===== src/rtl/core/gradient_line_rasterizer_top_defines.svh =====
// Assertion macros for the gradient line rasterizer.
// Included by the top level; the checks vanish when SYNTHESIS is defined.
`ifndef GRADIENT_LINE_RASTERIZER_TOP_DEFINES_SVH
`define GRADIENT_LINE_RASTERIZER_TOP_DEFINES_SVH

`ifndef SYNTHESIS

// Same-cycle implication, checked outside reset.
`define GLR_ASSERT_IMP(label, clk, rst_n, ante, cons, msg) \
    label: assert property (@(posedge clk) disable iff (!rst_n) (ante) |-> (cons)) \
        else $error(msg);

// Next-cycle implication, checked outside reset.
`define GLR_ASSERT_NEXT(label, clk, rst_n, ante, cons, msg) \
    label: assert property (@(posedge clk) disable iff (!rst_n) (ante) |=> (cons)) \
        else $error(msg);

`else

`define GLR_ASSERT_IMP(label, clk, rst_n, ante, cons, msg)
`define GLR_ASSERT_NEXT(label, clk, rst_n, ante, cons, msg)

`endif

`endif


===== src/rtl/core/glr_pkg.sv =====
// Shared constants and types of the gradient line rasterizer.
// No dependencies; used by gradient_line_rasterizer_top.
package glr_pkg;

    localparam int COORD_BITS = 12;
    localparam int CHAN_BITS  = 8;
    localparam int NUM_CHAN   = 3;
    localparam int COLOR_BITS = NUM_CHAN * CHAN_BITS;
    localparam int ERR_BITS   = COORD_BITS + 2;
    localparam int PROD_BITS  = COORD_BITS + CHAN_BITS;
    localparam int DIFF_BITS  = CHAN_BITS + 1;
    localparam int CHAN_IDX_BITS = $clog2(NUM_CHAN);
    localparam int BIT_CNT_BITS  = $clog2(CHAN_BITS);

    localparam int IN_RAW_BITS   = 4 * COORD_BITS + 2 * COLOR_BITS;
    localparam int IN_DATA_BITS  = ((IN_RAW_BITS + 7) / 8) * 8;
    localparam int OUT_RAW_BITS  = 2 * COORD_BITS + COLOR_BITS;
    localparam int OUT_DATA_BITS = ((OUT_RAW_BITS + 7) / 8) * 8;

    // Input operation codes carried on tuser.
    localparam logic OP_LOAD = 1'b0;
    localparam logic OP_STEP = 1'b1;

    typedef enum logic [3:0] {
        ST_IDLE = 4'b0001,
        ST_MUL  = 4'b0010,
        ST_DIV  = 4'b0100,
        ST_PUT  = 4'b1000
    } state_t;

endpackage


===== src/rtl/core/gradient_line_rasterizer_top.sv =====
// Gradient line rasterizer: Bresenham stepping with exact integer color interpolation.
// Depends on glr_pkg and on gradient_line_rasterizer_top_defines.svh for assertions.
//
// Channel   Direction  Handshake                      Payload
// s_axis    in         s_axis_tvalid / s_axis_tready  tuser = op, tdata = endpoints, colors
// m_axis    out        m_axis_tvalid / m_axis_tready  tdata = x, y, color, tlast = last pixel
//
// A load transaction is accepted and its first pixel is written to the output register in the
// next cycle, unless a result still waits on m_axis_tready. A step transaction that produces
// a pixel runs the accept, then for each of the three channels a multiply and a pass of the
// shared restoring divider, one quotient bit per step, then the write of the output register.
// A step past the end of the line yields no pixel. Reset is asynchronous and needs no sweep.
// A result waiting on m_axis_tready stalls only the final write of the next result.

`include "gradient_line_rasterizer_top_defines.svh"

module gradient_line_rasterizer_top
(
    input  logic                               clk,
    input  logic                               rst_n,

    input  logic                               s_axis_tvalid,
    output logic                               s_axis_tready,
    // From bit 0: start_x, start_y, end_x, end_y, start_color, end_color.
    input  logic [glr_pkg::IN_DATA_BITS-1:0]   s_axis_tdata,
    // op: load a new line or advance one pixel.
    input  logic                               s_axis_tuser,

    output logic                               m_axis_tvalid,
    input  logic                               m_axis_tready,
    // From bit 0: pixel_x, pixel_y, pixel_color, then zero fill.
    output logic [glr_pkg::OUT_DATA_BITS-1:0]  m_axis_tdata,
    // last_pixel: this pixel is the end point of the line.
    output logic                               m_axis_tlast
);

    localparam int CB = glr_pkg::COORD_BITS;
    localparam int EB = glr_pkg::ERR_BITS;
    localparam int EW = glr_pkg::ERR_BITS + 2;
    localparam int CH = glr_pkg::CHAN_BITS;
    localparam int PB = glr_pkg::PROD_BITS;

    // Control state.
    glr_pkg::state_t state_reg, state_next;
    logic [CB-1:0]   step_index_reg, step_index_next;
    logic [CB-1:0]   total_steps_reg, total_steps_next;
    logic            out_valid_reg, out_valid_next;

    // Line state.
    logic [CB-1:0]        cur_x_reg;
    logic [CB-1:0]        cur_y_reg;
    logic [CB-1:0]        abs_dx_reg;
    logic [CB-1:0]        abs_dy_reg;
    logic                 step_x_neg_reg;
    logic                 step_y_neg_reg;
    logic signed [EB-1:0] err_reg;
    logic [glr_pkg::COLOR_BITS-1:0] base_color_reg;
    logic signed [glr_pkg::DIFF_BITS-1:0] diff_reg [glr_pkg::NUM_CHAN];

    // Shared multiply and divide unit.
    logic [glr_pkg::CHAN_IDX_BITS-1:0] chan_reg;
    logic [PB-1:0]                     rem_reg;
    logic [PB-1:0]                     div_reg;
    logic [CH-1:0]                     quot_reg;
    logic [glr_pkg::BIT_CNT_BITS-1:0]  bit_cnt_reg;
    logic                              neg_reg;

    // Pending result and output register.
    logic [glr_pkg::COLOR_BITS-1:0] color_reg;
    logic                           last_reg;
    logic [CB-1:0]                  out_x_reg;
    logic [CB-1:0]                  out_y_reg;
    logic [glr_pkg::COLOR_BITS-1:0] out_color_reg;
    logic                           out_last_reg;

    // Handshake and sequencing terms.
    logic accept;
    logic is_load;
    logic line_done;
    logic out_free;
    logic last_bit;
    logic last_chan;

    assign accept    = s_axis_tvalid && s_axis_tready;
    assign is_load   = (s_axis_tuser == glr_pkg::OP_LOAD);
    assign line_done = (step_index_reg >= total_steps_reg);
    assign out_free  = !out_valid_reg || m_axis_tready;
    assign last_bit  = (bit_cnt_reg == '0);
    assign last_chan = (chan_reg == glr_pkg::CHAN_IDX_BITS'(glr_pkg::NUM_CHAN - 1));

    // Unpacked load fields.
    logic signed [CB-1:0] ld_x0, ld_y0, ld_x1, ld_y1;
    logic [glr_pkg::COLOR_BITS-1:0] ld_c0, ld_c1;

    assign ld_x0 = s_axis_tdata[0*CB +: CB];
    assign ld_y0 = s_axis_tdata[1*CB +: CB];
    assign ld_x1 = s_axis_tdata[2*CB +: CB];
    assign ld_y1 = s_axis_tdata[3*CB +: CB];
    assign ld_c0 = s_axis_tdata[4*CB +: glr_pkg::COLOR_BITS];
    assign ld_c1 = s_axis_tdata[4*CB + glr_pkg::COLOR_BITS +: glr_pkg::COLOR_BITS];

    // Line setup: deltas, directions, initial error and step count.
    logic signed [CB:0]   ld_dx, ld_dy, ld_adx, ld_ady;
    logic [CB-1:0]        ld_abs_dx, ld_abs_dy, ld_total;
    logic                 ld_x_neg, ld_y_neg;
    logic signed [EB-1:0] ld_err;
    logic signed [glr_pkg::DIFF_BITS-1:0] ld_diff [glr_pkg::NUM_CHAN];

    always_comb
    begin
        ld_dx     = (CB+1)'(ld_x1) - (CB+1)'(ld_x0);
        ld_dy     = (CB+1)'(ld_y1) - (CB+1)'(ld_y0);
        ld_adx    = ld_dx[CB] ? -ld_dx : ld_dx;
        ld_ady    = ld_dy[CB] ? -ld_dy : ld_dy;
        ld_abs_dx = ld_adx[CB-1:0];
        ld_abs_dy = ld_ady[CB-1:0];
        // The direction is negative unless the end lies strictly beyond the start.
        ld_x_neg  = ld_dx[CB] || (ld_dx == '0);
        ld_y_neg  = ld_dy[CB] || (ld_dy == '0);
        ld_err    = $signed({{(EB-CB){1'b0}}, ld_abs_dx})
                  - $signed({{(EB-CB){1'b0}}, ld_abs_dy});
        ld_total  = (ld_abs_dx > ld_abs_dy) ? ld_abs_dx : ld_abs_dy;
        for (int k = 0; k < glr_pkg::NUM_CHAN; k++)
        begin
            ld_diff[k] = $signed({1'b0, ld_c1[(glr_pkg::NUM_CHAN-1-k)*CH +: CH]})
                       - $signed({1'b0, ld_c0[(glr_pkg::NUM_CHAN-1-k)*CH +: CH]});
        end
    end

    // One Bresenham step. The second test sees the error already updated by the first.
    logic signed [EW-1:0] st_err, st_dx, st_dy, st_err_a, st_err_b;
    logic                 st_move_x, st_move_y;
    logic [CB-1:0]        st_index_inc;

    always_comb
    begin
        st_err    = EW'(err_reg);
        st_dx     = $signed({{(EW-CB){1'b0}}, abs_dx_reg});
        st_dy     = $signed({{(EW-CB){1'b0}}, abs_dy_reg});
        st_move_x = (st_err <<< 1) > -st_dy;
        st_err_a  = st_move_x ? (st_err - st_dy) : st_err;
        st_move_y = (st_err_a <<< 1) < st_dx;
        st_err_b  = st_move_y ? (st_err_a + st_dx) : st_err_a;
        st_index_inc = step_index_reg + 1'b1;
    end

    // Shared unit: magnitude product, then one restoring divide step per cycle.
    logic signed [glr_pkg::DIFF_BITS-1:0] cur_diff;
    logic signed [glr_pkg::DIFF_BITS-1:0] neg_diff;
    logic [CH-1:0] mag_diff;
    logic [PB-1:0] mul_out;
    logic          div_ge;
    logic [CH-1:0] quot_full;
    logic [CH-1:0] base_byte;
    logic [CH-1:0] chan_result;

    always_comb
    begin
        cur_diff    = diff_reg[chan_reg];
        neg_diff    = -cur_diff;
        mag_diff    = cur_diff[glr_pkg::DIFF_BITS-1] ? neg_diff[CH-1:0] : cur_diff[CH-1:0];
        mul_out     = mag_diff * step_index_reg;
        div_ge      = (rem_reg >= div_reg);
        quot_full   = {quot_reg[CH-2:0], div_ge};
        base_byte   = base_color_reg[(glr_pkg::NUM_CHAN-1-chan_reg)*CH +: CH];
        // The quotient never exceeds the channel difference, so the byte cannot wrap.
        chan_result = neg_reg ? (base_byte - quot_full) : (base_byte + quot_full);
    end

    // Sequencer.
    always_comb
    begin
        state_next       = state_reg;
        step_index_next  = step_index_reg;
        total_steps_next = total_steps_reg;
        unique case (state_reg)
            glr_pkg::ST_IDLE:
            begin
                if (accept)
                begin
                    if (is_load)
                    begin
                        state_next       = glr_pkg::ST_PUT;
                        step_index_next  = '0;
                        total_steps_next = ld_total;
                    end
                    else if (!line_done)
                    begin
                        state_next      = glr_pkg::ST_MUL;
                        step_index_next = st_index_inc;
                    end
                end
            end
            glr_pkg::ST_MUL:
            begin
                state_next = glr_pkg::ST_DIV;
            end
            glr_pkg::ST_DIV:
            begin
                if (last_bit)
                begin
                    state_next = last_chan ? glr_pkg::ST_PUT : glr_pkg::ST_MUL;
                end
            end
            glr_pkg::ST_PUT:
            begin
                if (out_free)
                begin
                    state_next = glr_pkg::ST_IDLE;
                end
            end
            default:
            begin
                state_next = glr_pkg::ST_IDLE;
            end
        endcase

        if ((state_reg == glr_pkg::ST_PUT) && out_free)
        begin
            out_valid_next = 1'b1;
        end
        else if (m_axis_tready)
        begin
            out_valid_next = 1'b0;
        end
        else
        begin
            out_valid_next = out_valid_reg;
        end
    end

    always_ff @(posedge clk or negedge rst_n)
    begin
        if (!rst_n)
        begin
            state_reg       <= glr_pkg::ST_IDLE;
            step_index_reg  <= '0;
            total_steps_reg <= '0;
            out_valid_reg   <= 1'b0;
        end
        else
        begin
            state_reg       <= state_next;
            step_index_reg  <= step_index_next;
            total_steps_reg <= total_steps_next;
            out_valid_reg   <= out_valid_next;
        end
    end

    // Datapath registers.
    always_ff @(posedge clk)
    begin
        if ((state_reg == glr_pkg::ST_IDLE) && accept && is_load)
        begin
            cur_x_reg      <= ld_x0;
            cur_y_reg      <= ld_y0;
            abs_dx_reg     <= ld_abs_dx;
            abs_dy_reg     <= ld_abs_dy;
            step_x_neg_reg <= ld_x_neg;
            step_y_neg_reg <= ld_y_neg;
            err_reg        <= ld_err;
            base_color_reg <= ld_c0;
            for (int k = 0; k < glr_pkg::NUM_CHAN; k++)
            begin
                diff_reg[k] <= ld_diff[k];
            end
            color_reg      <= ld_c0;
            last_reg       <= (ld_total == '0);
        end
        else if ((state_reg == glr_pkg::ST_IDLE) && accept && !line_done)
        begin
            if (st_move_x)
            begin
                cur_x_reg <= step_x_neg_reg ? (cur_x_reg - 1'b1) : (cur_x_reg + 1'b1);
            end
            if (st_move_y)
            begin
                cur_y_reg <= step_y_neg_reg ? (cur_y_reg - 1'b1) : (cur_y_reg + 1'b1);
            end
            err_reg  <= st_err_b[EB-1:0];
            chan_reg <= '0;
            last_reg <= (st_index_inc == total_steps_reg);
        end

        if (state_reg == glr_pkg::ST_MUL)
        begin
            rem_reg     <= mul_out;
            neg_reg     <= cur_diff[glr_pkg::DIFF_BITS-1];
            div_reg     <= PB'({total_steps_reg, {(CH-1){1'b0}}});
            quot_reg    <= '0;
            bit_cnt_reg <= glr_pkg::BIT_CNT_BITS'(CH - 1);
        end

        if (state_reg == glr_pkg::ST_DIV)
        begin
            if (div_ge)
            begin
                rem_reg <= rem_reg - div_reg;
            end
            div_reg     <= div_reg >> 1;
            quot_reg    <= quot_full;
            bit_cnt_reg <= bit_cnt_reg - 1'b1;
            if (last_bit)
            begin
                color_reg[(glr_pkg::NUM_CHAN-1-chan_reg)*CH +: CH] <= chan_result;
                // Wrap back to the first channel so the index always names a real channel.
                chan_reg <= last_chan ? '0 : (chan_reg + 1'b1);
            end
        end

        if ((state_reg == glr_pkg::ST_PUT) && out_free)
        begin
            out_x_reg     <= cur_x_reg;
            out_y_reg     <= cur_y_reg;
            out_color_reg <= color_reg;
            out_last_reg  <= last_reg;
        end
    end

    assign s_axis_tready = (state_reg == glr_pkg::ST_IDLE);
    assign m_axis_tvalid = out_valid_reg;
    assign m_axis_tdata  = glr_pkg::OUT_DATA_BITS'({out_color_reg, out_y_reg, out_x_reg});
    assign m_axis_tlast  = out_last_reg;

    // The step counter never runs past the end of the line.
    `GLR_ASSERT_IMP(a_step_bound, clk, rst_n, 1'b1,
                    step_index_reg <= total_steps_reg, "step index past line end")
    // Interpolation only runs on an active line after at least one step.
    `GLR_ASSERT_IMP(a_div_active, clk, rst_n,
                    state_reg == glr_pkg::ST_MUL || state_reg == glr_pkg::ST_DIV,
                    total_steps_reg != '0 && step_index_reg != '0, "divide with no active line")
    // A result written from the pending stage shows up as valid in the next cycle.
    `GLR_ASSERT_NEXT(a_put_lands, clk, rst_n, state_reg == glr_pkg::ST_PUT && out_free,
                     m_axis_tvalid, "written result not presented")

endmodule

===== config.mk =====
export PLATFORM = sky130hd
export DESIGN_NAME = gradient_line_rasterizer_top
export DESIGN_NICKNAME = d
export VERILOG_FILES = /design/src/rtl/core/glr_pkg.sv /design/src/rtl/core/gradient_line_rasterizer_top.sv
export VERILOG_INCLUDE_DIRS = /design/src /design/src/rtl/core
export SDC_FILE = /design/constraint.sdc
export NUM_CORES = 1
export LEC_CHECK = 0
export ABC_AREA = 1
export BUFFER_PORTS_ARGS = -buffer_cell sky130_fd_sc_hd__clkbuf_2
export CAP_MARGIN = 40
export CORE_AREA = 3 3 242 244
export CTS_CLUSTER_SIZE = 24
export DETAILED_ROUTE_END_ITERATION = 7
export DIE_AREA = 0 0 245 247
export HOLD_SLACK_MARGIN = 0.1
export PLACE_DENSITY = 0.66
export SETUP_SLACK_MARGIN = 0.02
export SLEW_MARGIN = 30
export SYNTH_ARGS = -nofsm -noshare
export SYNTH_HDL_FRONTEND = slang
export SYNTH_SLANG_ARGS = --single-unit

===== constraint.sdc =====
create_clock -name clk -period 5.2 [get_ports clk]
set_input_delay 0 -clock clk [delete_from_list [all_inputs] [get_ports clk]]
set_output_delay 0 -clock clk [all_outputs]
set_load 0.05 [all_outputs]

### After elaboration in Yosys (flattened, before gate mapping)

Memories as Yosys holds them, arrays and structs flattened. A register that Yosys moved wholly into a read port is not among the register bits.
Index checks and enable logic that the tools add are counted.

| word-level totals | value |
|---|---|
| memories | 1 |
| register bits | 243 |
| output and inout bits | 51 |
| logic and storage cells | 145 |
| input port bits | 101 |
| RAM bits | 27 |

| cells by class | value |
|---|---|
| $lt $le $gt $ge | 5 |
| multiplexer cells | 50 |
| equality and inequality tests | 11 |
| bitwise gates (word level) | 1 |
| shift operators | 3 |
| $add $sub $neg | 24 |
| multiply operators | 1 |
| reduce and logical (&&, ||, !) cells | 24 |

Memory list:

| name | words | width | read ports | clocked after Yosys merged registers in | wr ports | line | source |
|---|---|---|---|---|---|---|---|
| diff_reg | 3 | 9 | 1 | 1 | 3 | gradient_line_rasterizer_top.sv:58 | `logic signed [glr_pkg::DIFF_BITS-1:0] diff_reg [glr_pkg::NUM_CHAN];` |

Operators by type and width:

| cell | number |
|---|---|
| two-way mux 12 bit | 13 |
| two-way mux 24 bit | 3 |
| two-way mux 20 bit | 3 |
| two-way mux 14 bit | 3 |
| subtractor 12 x 12 -> 13 bit | 3 |
| adder 12 x 1 -> 12 bit, second input constant | 3 |
| negator 32 -> 34 bit | 1 |
| variable shift 8 x 34 -> 24 bit, first input constant | 1 |
| variable part select 8 x 34 -> 24 bit | 1 |
| variable part select 24 x 33 -> 8 bit | 1 |
| subtractor 8 x 8 -> 9 bit | 3 |
| logical NOT 13 bit | 2 |
| bitwise mux 24 bit | 1 |
| two-way mux 4 bit | 6 |
| negator 12 bit | 2 |
| subtractor 12 x 1 -> 12 bit, second input constant | 2 |
| greater-or-equal comparator 20 x 19 -> 1 bit | 1 |
| multiplier 8 x 12 -> 20 bit | 1 |
| subtractor 20 x 19 -> 20 bit | 1 |
| two-way mux 19 bit | 1 |
| two-way mux 18 bit | 1 |
| > comparator 15 x 16 -> 1 bit | 1 |
| < comparator 16 x 13 -> 1 bit | 1 |
| two-way mux 8 bit | 2 |
| 36 further kinds | 62 |

### Longest topological paths before layout

| logic depth | value |
|---|---|
| word-level depth | 8 |
| depth in mapped cells | 38 |
| mapped depth without buffers | 37 |

### Worst setup path before layout

Ideal clock, no wire load.

| timing | value |
|---|---|
| path type | register to register |
| start point | reg, netlist name chan_reg[0] |
| end point | reg rem_reg[14] |
| library setup time | 0.070 ns |
| slack | -0.553 ns |
| arrival time | 5.684 ns |
| clock period less this slack | 5.753 ns |
| cell stages (with the launch flop) | 35 |
| cell sequence | dfxtp_1 buf_2 inv_2 buf_4 nand2_1 nand3_1 o21ai_0 ha_1 inv_1 nor2_1 nand2_1 inv_1 a31oi_1 xor2_2 inv_2 nand2_1 fa_1 fa_1 inv_1 fa_1 inv_1 fa_1 inv_1 ha_1 inv_1 o21bai_1 a21oi_1 o21ai_0 inv_1 o21ai_0 nand2_1 nand2_1 xor2_1 nand2_1 a21oi_1 |

RTL lines:

| what | line | source |
|---|---|---|
| to (signal assigned) | gradient_line_rasterizer_top.sv:287 | `rem_reg <= mul_out;` |
| to (signal assigned) | gradient_line_rasterizer_top.sv:298 | `rem_reg <= rem_reg - div_reg;` |
| to (decl) | gradient_line_rasterizer_top.sv:62 | `logic [PB-1:0] rem_reg;` |

==> results.md <==
* Syn nets at 3,255
* Remaining global-route overflow at 0
* Most frequent cells in the layout: nand2_1 (588), inv_1 (457), ha_1 (201)
* Routed wire length per instance at 16.3 µm
* Ys Warns at 0
* Final-report hold violation count at 0
* Pwr dens at 528 mW/mm²
* Placement Rows at 87
* Setup Skew at 25.6 ps
* Post-route DRC at 0
* Ys async rst share at between 10% and 20%
* Tmin final at 5300 ps
* Crit-path max FO at 7
* Fin. max-slew vios at 0
* Chip Width at around 250 µm
* Clock slew at reported path FFs at around 60 ps
* # setup viols final at 5
* First drt pass iteration count at 6
* Number of synthesized flops with an enable pin at 195
* Total number of vias at 20,427
* CTS max path bufs at 3
* CTS Buf Count at 34
* Synth Register Bits at 270
* Total Wirelength at ~65,000 µm
* Layout overhead on the synthesized area at 24.8%
* Core Area at 0.0565 mm²
* Synth Instances at between 2,000 and 3,000
* Crit path kind: reg2reg
* Period Utilization, post-route at 102%
* Max FFs per register at 27
* Leakage at 13.4 nW
* Vias in the first global route at 19,693
* H-tree Lvls at 2
* First-pass GRT wire length at 103,000 µm
* IO Port Bufs at ~150
* Root Buffer: clkbuf_16
* Post-DP HPWL at approximately 50,000 µm
* CP Capture Type: flop
* VDD IR-drop max at approximately 0.00027 V
* Clock Sinks at 270
* Worst Slack Setup Final at -103 ps
* Synthesized area per cell at about 7.9 µm²
* Initial antenna violation count at 2
* Io pins at between 150 and 200
* HP Class: in2reg
* CP required at 5640 ps
* Violations in the final reports: negative setup slack
* Layout cells sized above 1 at 17.8%
* Later-pin clock latency in the skew report at 560 ps
* Most common cell after layout, fill and taps aside: nand2_1
* Unrepaired setup endpoints after global routing: true
* Synth cell types at 62
* CP startpoint kind: flop
* Starting Density at 39.9%
* Max_cap viols at 0
* Largest net degree at the start of global routing at 60
* Worst slew margin at 46.4%
* 1st-iter DRT viols at ~1,600
* Sequential area share after synthesis at roughly 33%
* # fillers at 5,211
* Fin cells at 4,006
* Layout Nets at 3,618
* Die Area at 0.0605 mm²
* Status: finished with violations
* CP arrival at 5740 ps
* Cell area after synthesis at 0.0225 mm²
* Worst-Margin Slew at 796 ps
* Main synth FF type: edfxtp_1
* Die H at approximately 250 µm
* RD Place Congestion at 0.901
* TNS Setup at -385 ps
* Via density at between 5 and 6
* DRT antenna net count at 0
* Clock tree from TritonCTS: done
* Fmax at roughly 0.19 GHz
* Total GRT Usage at 21.3%
* Placed Instances at between 3,000 and 4,000
==> cell families after synthesis <==
kind of cell / share of synthesized area [%]
DFF: 33.3
buffers and inverters: 9.29
AOI/OAI and AO/OA: 12.7
and+or+nand+nor: 21.7
xor gates and xnor gates: 4.31
adders and majority gates: 18.7
==> metrics by stage <==
step | setup WS (ps) | util (%) | cell area, µm² | hold WS (ps) | total power, mW
after floorplan | -76.1 | - | 22700 | -296 | 9.12
after global placement | -37.7 | 44.2 | 25000 | 121 | 11.4
after detailed placement | -164 | 44.2 | 25000 | 129 | 11.5
after CTS | 10.0 | 48.2 | 27200 | 140 | 14.1
after global routing | -380 | 49.8 | 28100 | 188 | 16.1
final | -103 | 49.8 | 28100 | 182 | 14.8
==> area by class of cell <==
class                           count  area [µm²]  area share, %
Clock buffer                       46         968           3.44
Sequential cell                   270        7510           26.7
Inverter                          499        1900           6.75
Timing Repair Buffer              374        2830           10.1
Clock inverter                     16         161          0.574
Tap cell                          756         946           3.36
Antenna cell                        1        2.50        0.00889
Multi-Input combinational cell   2044       13800           49.1
==> routing by layer <==
layer / GRT usage [%] / vias to the layer above / wire [µm]
met5: 0 / - / 0
met4: 7.61 / 0 / 2470
met3: 3.20 / 130 / 4410
met2: 34.1 / 709 / 28900
met1: 29.4 / 9398 / 29600
li1: - / 10190 / -
==> critical path, cell delays in order (launching register included) <==
cell	delay [ps]
dfxtp_4	370
or2_4	240
o211ai_1	100
o21ai_2	120
nand3b_1	230
nor2_1	110
nand3_1	120
a21o_1	210
nand2_4	120
inv_8	60
buf_6	120
nor2_4	70
fa_1	440
fa_1	500
fa_1	480
inv_1	50
fa_1	490
inv_2	50
ha_4	250
a21oi_2	120
a21boi_4	230
o21ai_4	100
nand3_2	90
nand2_2	70
xnor2_1	150
a21oi_1	70
or2_1	210
==> final timing paths <==
path,slack [ps],cells past startpoint,startpoint,to
worst max register to register,-100,26,chan_reg[0],rem_reg[13]
worst min-delay path,180,4,s_axis_tdata[36],abs_dy_reg[0]
worst min register to register,420,0,color_reg[17],out_color_reg[17]
max in group asynchronous,4160,4,rst_n,state_reg[0]
worst max-delay path,-100,26,chan_reg[0],rem_reg[13]
min in group asynchronous,510,3,rst_n,step_index_reg[4]
==> power by group <==
| group | internal [mW] | switching, mW | total [mW] | leakage [nW] |
|---|---|---|---|---|
| logic | 3.48 | 5.33 | 8.80 | 10.3 |
| clock network | 1.38 | 1.00 | 2.38 | 0.548 |
| registers | 3.24 | 0.421 | 3.66 | 2.55 |
| total | 8.10 | 6.75 | 14.8 | 13.4 |
==> what timing repair did <==
action,in CTS,in global routing
buffers inserted,14,17
hold buffers,86,1
pin swaps,29,76
gates resized for setup,43,168
setup endpoints to repair,21,39
gates cloned,0,2
endpoints found under the hold margin,135,10
==> synthesized netlist by cell type, drive strengths merged (2+ instances only) <==
| library cell | instances | area (µm²) |
|---|---|---|
| o21a | 6 | 46.3 |
| o22ai | 16 | 100 |
| nor3 | 25 | 136 |
| xor2 | 83 | 734 |
| a22oi | 2 | 15.0 |
| a21o | 9 | 67.6 |
| nand4 | 43 | 288 |
| o21bai | 14 | 105 |
| clkbuf | 25 | 93.8 |
| o211ai | 13 | 97.6 |
| a21boi | 6 | 45.1 |
| o21ai | 215 | 1090 |
| nand2 | 618 | 2350 |
| a211oi | 4 | 30.0 |
| o221ai | 3 | 26.3 |
| nor2 | 223 | 852 |
| nor4 | 6 | 37.5 |
| buf | 22 | 126 |
| dfxtp | 46 | 921 |
| fa | 72 | 1440 |
| inv | 498 | 1870 |
| o2111ai | 4 | 35.0 |
| nand3b | 10 | 75.1 |
| edfxtp | 195 | 5860 |
| a31oi | 13 | 81.3 |
| dfrtp | 28 | 701 |
| ha | 222 | 2780 |
| or2 | 16 | 100 |
| nand3 | 181 | 1030 |
| a31o | 2 | 17.5 |
| a21oi | 188 | 952 |
| o31ai | 15 | 113 |
| xnor2 | 27 | 236 |
| and2 | 3 | 18.8 |
No activity file was read; power rests on OpenSTA's default activity.
